==> config.mk <==
export PLATFORM = sky130hd
export DESIGN_NAME = mmc_div
export DESIGN_NICKNAME = d
export VERILOG_FILES = /design/src/hw/rtl/mmc_div.sv
export SDC_FILE = /design/constraint.sdc
export NUM_CORES = 1
export LEC_CHECK = 0
export ABC_CLOCK_PERIOD_IN_PS = 15000
export BUFFER_PORTS_ARGS = -buffer_cell sky130_fd_sc_hd__buf_2
export CORE_MARGIN = 5
export CORE_UTILIZATION = 59
export CTS_CLUSTER_SIZE = 30
export DETAILED_ROUTE_END_ITERATION = 16
export PLACE_DENSITY = 0.84
export SYNTH_ARGS = -nofsm -noshare
export SYNTH_HDL_FRONTEND = slang
export SYNTH_SLANG_ARGS = --single-unit
==> constraint.sdc <==
create_clock -name clock -period 15 [get_ports clock]
set_clock_uncertainty 0.2 [all_clocks]
set_input_delay 0 -clock clock [delete_from_list [all_inputs] [get_ports clock]]
set_output_delay 0 -clock clock [all_outputs]
set_load 0.01 [all_outputs]
==> src/hw/rtl/mmc_div.sv <==
// Iterative unsigned restoring divider, four quotient bits per cycle.
// Depends on nothing but its parameters; shared for index split and mean.
`default_nettype none

module mmc_div #(
   parameter int NUM_W = 39,
   parameter int DEN_W = 7
) (
   input  wire logic             clock,
   input  wire logic             reset,
   input  wire logic             start,
   input  wire logic [NUM_W-1:0] dividend,
   input  wire logic [DEN_W-1:0] divisor,
   output logic                  done,
   output logic [NUM_W-1:0]      quotient,
   output logic [DEN_W-1:0]      remainder
);

   localparam int STEPS = 4;
   localparam int NP    = ((NUM_W + STEPS - 1) / STEPS) * STEPS;
   localparam int CYC   = NP / STEPS;
   localparam int CNT_W = (CYC > 1) ? $clog2(CYC) : 1;

   logic [NP-1:0]    q_ff, q_in;
   logic [DEN_W-1:0] r_ff, r_in;
   logic [DEN_W-1:0] d_ff;
   logic [CNT_W-1:0] cnt_ff;
   logic             run_ff;
   logic             done_ff;

   always_comb begin
      logic [DEN_W:0]   t;
      logic [DEN_W-1:0] r;
      logic [NP-1:0]    q;
      r = r_ff;
      q = q_ff;
      for (int i = 0; i < STEPS; i++) begin
         t = {r, q[NP-1]};
         q = {q[NP-2:0], 1'b0};
         if (t >= {1'b0, d_ff}) begin
            t    = t - {1'b0, d_ff};
            q[0] = 1'b1;
         end
         r = t[DEN_W-1:0];
      end
      q_in = q;
      r_in = r;
   end

   always_ff @(posedge clock) begin
      if (reset) begin
         run_ff  <= 1'b0;
         done_ff <= 1'b0;
         cnt_ff  <= '0;
      end else begin
         done_ff <= 1'b0;
         if (start) begin
            run_ff <= 1'b1;
            cnt_ff <= '0;
         end else if (run_ff) begin
            cnt_ff <= cnt_ff + CNT_W'(1);
            if (cnt_ff == CNT_W'(CYC - 1)) begin
               run_ff  <= 1'b0;
               done_ff <= 1'b1;
            end
         end
      end
   end

   always_ff @(posedge clock) begin
      if (start) begin
         q_ff <= NP'(dividend);
         r_ff <= '0;
         d_ff <= divisor;
      end else if (run_ff) begin
         q_ff <= q_in;
         r_ff <= r_in;
      end
   end

   assign done      = done_ff;
   assign quotient  = q_ff[NUM_W-1:0];
   assign remainder = r_ff;

endmodule

`default_nettype wire

==> out/summary.txt <==
outcome - finished clean
setup ws final - 5650 ps
Fin Setup TNS - 0 ps
Power Dens Cells - 225 nW/um^2
number of global-route vias before repair - 3618
pre-CTS setup slack - 5890 ps
final wirelength - 11800 um
antenna violations before repair - 0
synth unique cells - 57
fmax - 107 MHz
Cells after Synth - 395
Slew Limit Fails - 0
routability cong. - 1.03
R2R cell count - 31
crit end category - register
Syn Area/Cell - 10.8 sq um
filler instances - 470
drt first pass iters - 4
Root Driver - clkbuf_8
Ys Warns - 0
Antenna Cells - 0
H-tree depth - 3
die height - 95.1 um
Setup Viol. Count Final - 0
asr flop ratio synth - 0%
Yosys reg bits - 60
Vias - 3513
WP data arrival - 9240 ps
FP Rows - 31
fin nets - 582
CTS tree - done
CP Max Fanout - 11
Mapped Area - 4280 sq um
simple logic cell fraction of the synthesized area - 10.8%
post-DP HPWL - 7640 um
Final min period - 9350 ps
Layout area overhead - 21.6%
Post-CTS Resized - 0
slowest stage delay, CP - 630 ps
Total GRT Usage - 26.7%
Leak Pwr - 2.28 nW
largest net degree at the start of global routing - 67
TritonCTS Buffers - 9
Synth Area in Adders - 10.7%
slowest cell on the critical path - or4b_1
PnR Total Power - 1.17 mW
Ports - 96
Multi-input gate area - 2160 sq um
GRT Residual Overflow - 0
die outline width - 95.1 um
reg-to-reg slack, setup - 5650 ps
Max Cap Violations - 0
number of synthesized flops with an enable pin - 46
Seq/Total Area, Yosys - 38.9%
PortBufs - 95
reg2reg start - d_ff[1]
Post-Synth XOR/XNOR Area - 3.28%
sequential cell area - 1660 sq um
WL per Instance - 19.5 um
proportion of synthesized area in mux cells - 14.1%
fin crit share - 62.4%
die footprint - 9050 sq um
ys flop type - edfxtp_1
DR iter-0 viols - 286
Core ar. - 7140 sq um
non-filler cells, final - 603
Worst slew margin - 38.5%
Inst Count DP - 540
maximum vdd drop - 0.179 mV
count of final hold-check violations - 0
Initial Util - 59.9%
largest family of logic cells by synthesized area - multiplexers
vias per inst - 5.83
worst setup path endpoint - q_ff[0]
worst hold path class - in -> reg
Critical Path RT - 14890 ps
layout cells sized above 1 - 32.1%
post-route ant nets - 0
global-route wire length before repair - 18100 um
Setup CP Type - reg -> reg
clk sinks - 60
clock buffer depth - 2
clk_lat worst skew - 350 ps
startpoint types - register
Mapped Nets - 478
reg2reg end - q_ff[0]
Post-CTS Repair Setup Buffers - 0
clock-pin slew of the registers on the worst-case setup and hold paths - 70 ps
RSZ-0062 raised after global routing - false
# DRC - 0
Slew @ Worst Pin - 923 ps
crit path from - d_ff[1]
Synth Area in Compound Gates - 11.7%
## placed cells by master (no fill, tap or decap), types with 8 or more instances in the layout
master,instances
nor2b_1,11
buf_2,95
nand2_1,10
mux2i_1,8
o21ai_0,12
mux2_2,44
dfxtp_1,14
nor3_1,10
a21oi_1,11
xnor2_1,10
nand2b_1,8
edfxtp_1,46
inv_1,27
clkbuf_8,9
nor2_1,18
ha_1,30
dlygate4sd3_1,47
## cell families (layout without fill, tap and decap cells)
| kind of cell | after synthesis | count (layout) |
|---|---|---|
| XOR/XNOR | 16 | 16 |
| AO/OA/AOI/OAI | 70 | 70 |
| buffers and inverters | 78 | 187 |
| flip-flops | 60 | 60 |
| AND/OR/NAND/NOR | 83 | 83 |
| multiplexers | 54 | 54 |
| adder cells (fa/ha/maj) | 34 | 34 |
## power breakdown
| group | switching [mW] | internal (mW) |
|---|---|---|
| Combinational | 0.454 | 0.335 |
| Clock | 0.0710 | 0.0768 |
| Sequential | 0.0207 | 0.211 |
## cell usage after synthesis, types with 2 or more instances
library cell,n,area share [%]
inv_1,27,2.4
o21ai_0,12,1.4
and3_1,3,0.44
clkbuf_1,5,0.44
buf_2,2,0.23
xor2_1,6,1.2
edfxtp_1,46,32
o21bai_1,2,0.35
a41oi_1,6,1.2
nand2b_1,8,1.2
nor3b_1,6,1.1
nand4_1,3,0.44
mux2_2,44,12
a311oi_1,2,0.41
ha_1,30,8.8
or4_1,3,0.53
o31ai_1,7,1.2
fa_1,4,1.9
a21oi_1,11,1.3
buf_6,2,0.53
o21a_1,6,1.1
buf_4,39,6.8
nand3_1,2,0.23
buf_1,3,0.26
a21o_1,4,0.70
nor2_1,18,1.6
mux2i_1,8,1.9
a21boi_0,5,0.88
xnor2_1,10,2.0
dfxtp_1,14,6.6
o311ai_0,3,0.61
nor3_1,10,1.2
nand2_1,10,0.88
nor2b_1,11,1.6
## layer usage
metal,wire [um],track usage [%]
met1,4420,29.2
met2,6020,47.2
met3,938,8.52
met4,393,11.4
met5,0,0
## area by class of cell
cell class | instances | share of cell area [%]
inverters | 27 | 1.95
well taps | 99 | 2.38
repair buffers | 144 | 18.5
clock inverters | 6 | 1.25
clock buffers | 10 | 2.46
flip-flops and latches | 60 | 32.0
multi-input cells | 257 | 41.5
## worst max-delay path, delay by kind of cell, from the launching register on
family	cells	cell delay [ps]
fa+ha+maj	4	1440
compound gates	11	2330
simple gates	9	2860
mux	4	1330
buf+inv	3	450
flops	1	480
## what timing repair did
item                                    in CTS  in global routing
hold buffers                                47                  0
endpoints found under the setup margin       0                  0
hold endpoints to repair                    52                  0
## metrics by stage
step,hold WS [ps],instance area [sq um],utilization [%]
floorplan,-128,4280,-
global placement,-23.6,4530,63.5
detailed placement,-21.7,4530,63.5
CTS,104,5200,72.8
global route,149,5200,72.8
finish,140,5200,72.8
## worst min path at each step
| stage | cells after the start | end | startpoint |
|---|---|---|---|
| after floorplan | 1 | run_ff | reset |
| after global placement | 1 | d_ff[3] | divisor[3] |
| after detailed placement | 1 | d_ff[3] | divisor[3] |
| after CTS | 3 | q_ff[39] | start |
| after global routing | 3 | q_ff[39] | start |
| final | 3 | q_ff[39] | start |
## flip-flops by register name, summed over array words and instances (netlist names)
register	count
d_ff	7
cnt_ff	4
remainder	7
q_ff	40
run_ff	1
done	1
Power figures use the tool's default switching activity.
