## src/hw/rtl/mmc_pkg.sv

```systemverilog
// Shared types and constants for the matrix mean centering unit.
// No dependencies; mmc_csr and the top-level unit import this package.
`default_nettype none

package mmc_pkg;

   localparam int CSR_IDX_W  = 2;
   localparam int CSR_DATA_W = 7;

   localparam logic [CSR_IDX_W-1:0] CSR_AXIS = 2'd0;
   localparam logic [CSR_IDX_W-1:0] CSR_ROWS = 2'd1;
   localparam logic [CSR_IDX_W-1:0] CSR_COLS = 2'd2;

   localparam logic OP_LOAD  = 1'b0;
   localparam logic OP_FETCH = 1'b1;

   typedef struct packed {
      logic               operation;
      logic signed [31:0] sample_value;
   } req_type;

   typedef struct packed {
      logic signed [31:0] centered_value;
      logic               element_last;
      logic               fetch_error;
   } rsp_type;

   typedef enum logic [2:0] {
      S_IDLE,
      S_INDEX,
      S_LOAD_UPD,
      S_FETCH_RD,
      S_MEAN,
      S_OUT
   } state_type;

endpackage

`default_nettype wire

```

## src/hw/rtl/mmc_csr.sv

```systemverilog
// Configuration registers: axis select and matrix dimensions, clamped.
// Depends on mmc_pkg for register indexes and port widths.
`default_nettype none

module mmc_csr
   import mmc_pkg::*;
#(
   parameter int MAX_ROWS = 64,
   parameter int MAX_COLS = 64,
   parameter int DIM_W    = 7,
   parameter int TOT_W    = 13
) (
   input  wire logic                  clock,
   input  wire logic                  reset,
   input  wire logic                  csr_valid,
   output logic                       csr_ready,
   input  wire logic [CSR_IDX_W-1:0]  csr_index,
   input  wire logic [CSR_DATA_W-1:0] csr_wdata,
   output logic                       axis,
   output logic [DIM_W-1:0]           num_rows,
   output logic [DIM_W-1:0]           num_cols,
   output logic [TOT_W-1:0]           total
);

   logic                  axis_ff;
   logic [CSR_DATA_W-1:0] rows_ff;
   logic [CSR_DATA_W-1:0] cols_ff;

   always_ff @(posedge clock) begin
      if (reset) begin
         axis_ff <= 1'b0;
         rows_ff <= CSR_DATA_W'(64);
         cols_ff <= CSR_DATA_W'(64);
      end else if (csr_valid) begin
         unique case (csr_index)
            CSR_AXIS: axis_ff <= csr_wdata[0];
            CSR_ROWS: rows_ff <= csr_wdata;
            CSR_COLS: cols_ff <= csr_wdata;
            default: ;
         endcase
      end
   end

   // saturate dimensions into 1..MAX
   always_comb begin
      if (rows_ff == '0)
         num_rows = DIM_W'(1);
      else if (32'(rows_ff) > MAX_ROWS)
         num_rows = DIM_W'(MAX_ROWS);
      else
         num_rows = DIM_W'(rows_ff);
      if (cols_ff == '0)
         num_cols = DIM_W'(1);
      else if (32'(cols_ff) > MAX_COLS)
         num_cols = DIM_W'(MAX_COLS);
      else
         num_cols = DIM_W'(cols_ff);
   end

   assign total     = TOT_W'(TOT_W'(num_rows) * TOT_W'(num_cols));
   assign axis      = axis_ff;
   assign csr_ready = 1'b1;

endmodule

`default_nettype wire

```

## config.mk

```make
export PLATFORM = sky130hd
export DESIGN_NAME = mmc_csr
export DESIGN_NICKNAME = d
export VERILOG_FILES = /design/src/hw/rtl/mmc_pkg.sv /design/src/hw/rtl/mmc_csr.sv
export SDC_FILE = /design/constraint.sdc
export NUM_CORES = 1
export LEC_CHECK = 0
export ABC_AREA = 1
export BUFFER_PORTS_ARGS = -buffer_cell sky130_fd_sc_hd__buf_2
export CAP_MARGIN = 10
export CORE_UTILIZATION = 40
export CTS_CLUSTER_SIZE = 30
export DETAILED_ROUTE_END_ITERATION = 10
export HOLD_SLACK_MARGIN = 0.12
export PLACE_DENSITY = 0.67
export SLEW_MARGIN = 20
export SYNTH_ARGS = -nofsm -noshare
export SYNTH_HDL_FRONTEND = slang
export SYNTH_SLANG_ARGS = --single-unit
```

## constraint.sdc

```tcl
create_clock -name clock -period 6.61 [get_ports clock]
set_input_delay 1.322 -clock clock [delete_from_list [all_inputs] [get_ports clock]]
set_output_delay 1.322 -clock clock [all_outputs]
set_load 0.05 [all_outputs]
```

==> results by group, run 1 <==
Run status
  – Status: complete, no violations

Global route
  – Global-route wire length before repair: approximately 8500 microns
  – Largest net degree at the start of global routing: 16
  – GRT Total Usage: 0.173
  – Via count of the first global-routing pass: 1957
  – Antenna violations before repair: 0
  – Gr ovfl total: 0

Clock network
  – Post-CTS Resized: 0
  – CTS clock-pin slew for the worst setup and hold paths: 0.06 ns
  – Clk sinks: 15
  – Setup bufs post-CTS: 0
  – Hold-fix buffers, CTS: 0
  – Root Driver: clkbuf_8
  – TritonCTS clock tree: yes
  – CTS Buffer Depth: 2
  – Clk Latency, worst-skew pair: about 0.24 ns
  – CTS buffer count: 3
  – H-tree depth: 1

Synthesis
  – Mapped Nets: 387
  – Number of synthesized flops with an enable pin: 0
  – Synth area leader: fa_1
  – Cell variety after synth: 28
  – Yosys top cell area share: 0.201
  – #FFs+latches synth: 15
  – Synth Area per Inst: about 7.1 sq um
  – Cell with the most instances after synthesis: nand2_1
  – Most frequent cells after synthesis: nand2_1 (65), inv_1 (53), nor2_1 (52), ha_1 (30), fa_1 (23)
  – Sequential cell area fraction in the yosys report: 0.131
  – Ys flop type: dfxtp_1
  – Synthesized cell area: about 0.0023 sq mm
  – Largest cells by area after synthesis: fa_1 (20%), ha_1 (16%), dfxtp_1 (13%)
  – Mapped Cells: 322
  – Yosys warns: 0
  – FFs w/ async S/R, synth: 0

Setup path
  – Required time of the critical path: ~5.3 ns
  – Cell count along the critical path: 15
  – Crit-path max cell delay: 0.55 ns
  – R2R depth: 2
  – FF-to-FF End: rows_ff[6]
  – Top Family by Delay on Critical Path: adder cells
  – Most frequent CP cell: fa_1
  – Worst path arrival time: around 4.7 ns
  – RR Startpoint: rows_ff[6]
  – Crit path buffers/inverters: 4
  – R2r setup slk: about 5.7 ns
  – Critical path's slowest cell: fa_1
  – Crit-path cells: inv_1, nand2_1, inv_1, nand2_1, fa_1, fa_1, inv_1, fa_1, fa_1, ha_1, a21oi_1, nand2_1, a21oi_1, xnor2_1, buf_2
  – CP Capture Type: output pin
  – Critical path origin: rows_ff[6]
  – CP Max Fanout: 8
  – CP Class: reg2out
  – Worst setup path end: total[7]
  – Setup crit start kind: register

Power and ir drop
  – Pwr dens: 102 mW/mm^2
  – Flop pwr share: 0.372
  – Switching Share: 0.383
  – VDD IR max: 0.133 mV
  – Lkg Pwr: 0.00156 uW
  – Overall power: 264 uW
  – Cell internal pwr: 163 uW
  – Clock power frac: 0.276
  – Comb pwr share: 0.352
  – NetSw: 101 uW

STA
  – Final hold vios: 0
  – Achievable Freq: 167 MHz
  – Tmin final: 5.98 ns
  – Period utilization: 0.904
  – Unrepaired setup endpoints after global routing: false
  – TNS Setup: 0 ns
  – Slew Limit Fails: 0
  – Final setup fails: 0
  – Setup Skew: 0 ns

Detailed routing
  – Via density: 4.86
  – Vias: 2099
  – DRC Markers: 0
  – DR WL/cell: 11.5 microns
  – Post-DRT Antenna Nets: 0
  – Total Wirelength: between 4000 and 5000 microns
  – Initial DRC Count: 135
  – Initial DRT Pass Iterations: 4

Floorplanning
  – Die width: 77.7 microns
  – Core Region: 0.00551 sq mm
  – Num ports: 41
  – Initial Utilization: 0.416
  – Cell Rows: 27
  – Die area: 0.00603 sq mm
  – Die H: 77.7 microns

Finish
  – Multi-input logic area: around 0.0017 sq mm
  – Final nets: 426
  – Area growth syn-to-layout: 13.4%
  – Sequential Area: 300 sq um
  – Fill cells: around 550
  – Fraction of layout cells with a size suffix above 1: 0.175
  – Fin cells: 432
  – Fin util: 0.472
  – Ant. Diodes: 0

Placed design
  – Dpl hpwl: 4260 microns
  – Port bufs: 39
  – Dpl cells: 428
  – Gp weighted congestion: 0.884

Worst hold path
  – Worst hold path type: reg2reg
  – Hold Startpoint: axis

Job
  – Max-cap violations: 0
[worst min-delay path by stage]
stage                       to  slack (ns)  depth (start not counted)
floorplan           rows_ff[3]        0.45                          2
global placement          axis        0.43                          2
detailed placement        axis        0.44                          2
CTS                       axis        0.45                          2
global route              axis        0.48                          2
finish                    axis        0.45                          2
[layout make-up]
class	count	area share
Inverter	62	0.0925
Sequential cell	15	0.116
Timing Repair Buffer	40	0.0780
Tap cell	72	0.0347
Multi-Input combinational cell	239	0.662
Clock buffer	4	0.0173
[through the flow]
| step | setup slack (ns) | hold slack [ns] | area, sq um |
|---|---|---|---|
| final | 0.632 | 0.446 | 2600 |
| after global routing | 0.272 | 0.483 | 2600 |
| after CTS | 0.623 | 0.450 | 2600 |
| after detailed placement | 0.901 | 0.438 | 2550 |
| after global placement | 0.933 | 0.431 | 2550 |
| after floorplan | 0.364 | 0.449 | 2290 |
[worst min-delay path: stages (launching register included)]
cell	delay, ns
dfxtp_1	0.31
inv_1	0.04
a21oi_1	0.05
[placed cells by master, fill, tap and decap left out, drive strengths merged, types with 4 or more instances in the layout]
cell	synthesis	final
fa	23	23
nand2	66	66
nand3	15	15
a21oi	15	15
clkbuf	3	4
dfxtp	15	15
o21ai	13	13
inv	62	62
buf	3	40
ha	30	30
nor2	60	60
nand4	5	5
[cell families (layout without fill, tap and decap cells)]
family	Yosys count	after routing	share of synthesized area
AOI/OAI and AO/OA	33	33	0.0792
xor gates and xnor gates	6	6	0.0230
adders and majority gates	53	53	0.365
buffers and inverters	68	106	0.118
DFF	15	15	0.131
other	1	1	0.00164
and+or+nand+nor	146	146	0.282
[power by group through the flow]
stage	combinational (uW)	clock [uW]	sequential (uW)
after detailed placement	92.7	0	100
final	93.0	72.9	98.3
after CTS	93.4	75.3	98.2
after floorplan	73.0	0	100
after global placement	92.5	0	100
after global routing	102	79.0	98.7
[state kept, by name, summed over array words and instances (netlist names)]
register / cells
cols_ff: 7
rows_ff: 7
axis: 1
[per-layer routing]
layer	track usage	part of all wire	wire length (microns)	vias to the layer above
met1	0.239	0.48	2390	983
met4	0.0283	0.0087	43	0
li1	-	-	-	1069
met2	0.298	0.48	2390	41
met3	0.0141	0.029	145	6
met5	0	0	0	-
No activity file was read; power rests on OpenSTA's default activity.
==> inputs of run 2 (changes only) <==
==> constraint.sdc (replaced) <==
create_clock -name clock -period 6.61 [get_ports clock]
set_input_delay 0.3305 -clock clock [delete_from_list [all_inputs] [get_ports clock]]
set_output_delay 0.3305 -clock clock [all_outputs]
set_load 0.05 [all_outputs]
==> results by group, run 2 (synthesized netlist as in run 1, its figures left out) <==
Run status
  – Status: complete, no violations

Setup path
  – CP Max Fanout: 8
  – Setup crit start kind: register
  – Required time of the critical path: 6.28 ns
  – CP Capture Type: output pin
  – Worst path arrival time: around 4.7 ns
  – CP Class: reg2out

STA
  – Final worst setup slack: roughly 1.6 ns
  – Final hold vios: 0
  – Tmin final: a little over 5 ns
  – Setup Skew: 0 ns
  – TNS Setup: 0 ns
  – Final setup fails: 0
  – Slew Limit Fails: 0
  – Achievable Freq: 198 MHz
  – Unrepaired setup endpoints after global routing: false
  – Period utilization: 0.763

Finish
  – Area growth syn-to-layout: 13.1%
  – Multi-input logic area: around 0.0017 sq mm
  – Fraction of layout cells with a size suffix above 1: 0.173
  – Final nets: 425
  – Fill cells: 573
  – Sequential Area: about 300 sq um
  – Fin util: 0.470
  – Commonest non-fill, non-tap cell in the layout: nand2_1
  – Fin cells: about 430
  – Most frequent cells in the layout: nand2_1 (65), inv_1 (53), nor2_1 (52)
  – Ant. Diodes: 0

Clock network
  – H-tree depth: 1
  – CTS buffer count: 3
  – TritonCTS clock tree: yes
  – CTS clock-pin slew for the worst setup and hold paths: 0.06 ns
  – Setup bufs post-CTS: 0
  – Clk sinks: 15
  – Post-CTS Resized: 0
  – Hold-fix buffers, CTS: 0
  – CTS Buffer Depth: 2
  – Root Driver: clkbuf_8
  – Clk Latency, worst-skew pair: 0.24 ns

Power and ir drop
  – Lkg Pwr: 0.00155 uW
  – Pwr dens: between 100 and 150 mW/mm^2
  – VDD IR max: 0.0967 mV
  – Overall power: 265 uW

Floorplanning
  – Cell Rows: 27
  – Initial Utilization: 0.416
  – Die width: 77.7 microns
  – Core Region: 0.00551 sq mm
  – Num ports: 41
  – Die area: about 0.0060 sq mm
  – Die H: 77.7 microns

Detailed routing
  – Vias: 2085
  – DRC Markers: 0
  – Initial DRC Count: 146
  – Initial DRT Pass Iterations: 5
  – Total Wirelength: approximately 5000 microns
  – Via density: 4.84
  – Post-DRT Antenna Nets: 0
  – DR WL/cell: roughly 12 microns

Worst hold path
  – Worst hold path type: in2reg

Global route
  – GRT Total Usage: 0.178
  – Via count of the first global-routing pass: 1969
  – Largest net degree at the start of global routing: 16
  – Global-route wire length before repair: 8740 microns
  – Gr ovfl total: 0
  – Antenna violations before repair: 0

Placed design
  – Dpl cells: 427
  – DP Worst Slack: 1.86 ns
  – Port bufs: 39
  – Dpl hpwl: roughly 4400 microns
  – Gp weighted congestion: 0.892

Job
  – Max-cap violations: 0
-- run 2: changes by cell type in the layout (fill, tap and decap cells not counted), sizes merged --
cell and change:
buf -1
-- run 2: through the flow --
stage          hold WS (ns)  cell area, sq um
6_report              0.329              2590
5_1_grt               0.349              2590
4_1_cts               0.325              2590
3_5_place_dp          0.451              2540
3_3_place_gp          0.430              2540
2_1_floorplan         0.449              2290
-- run 2: routing by layer --
layer / routed length, microns / global-route usage
met1: 2340 / 0.241
met2: 2570 / 0.312
met3: 205 / 0.00941
met4: 11 / 0.0377
met5: 0 / 0
-- run 2: final timing paths --
path / from / endpoint / slack [ns] / depth (start not counted)
worst max-delay path: rows_ff[6] / total[7] / 1.56 / 15
worst min-delay path: csr_wdata[6] / rows_ff[6] / 0.33 / 3
worst max register to register: cols_ff[6] / cols_ff[6] / 5.68 / 2
worst min register to register: axis / axis / 0.46 / 2
-- run 2: worst max-delay path, cell delays in order (launching register included) --
cell     delay, ns
dfxtp_1       0.37
inv_1         0.26
nand2_1       0.25
inv_1         0.19
nand2_1       0.09
fa_1          0.48
fa_1          0.55
inv_1         0.06
fa_1          0.53
fa_1          0.50
ha_1          0.36
a21oi_1       0.18
nand2_1       0.09
a21oi_1       0.15
xnor2_1       0.13
buf_2         0.27
-- run 2: final cells by class --
class / instances / share of cell area
Sequential cell: 15 / 0.116
Timing Repair Buffer: 39 / 0.0754
Inverter: 62 / 0.0928
Multi-Input combinational cell: 239 / 0.664
Tap cell: 72 / 0.0348
Clock buffer: 4 / 0.0174
-- run 2: power breakdown --
part           total (uW)  leakage, uW  switching [uW]  internal, uW
logic                92.1      0.00141            67.4          24.7
registers            98.9     0.000123            3.68          95.2
clock network        74.0    0.0000228            31.3          42.6
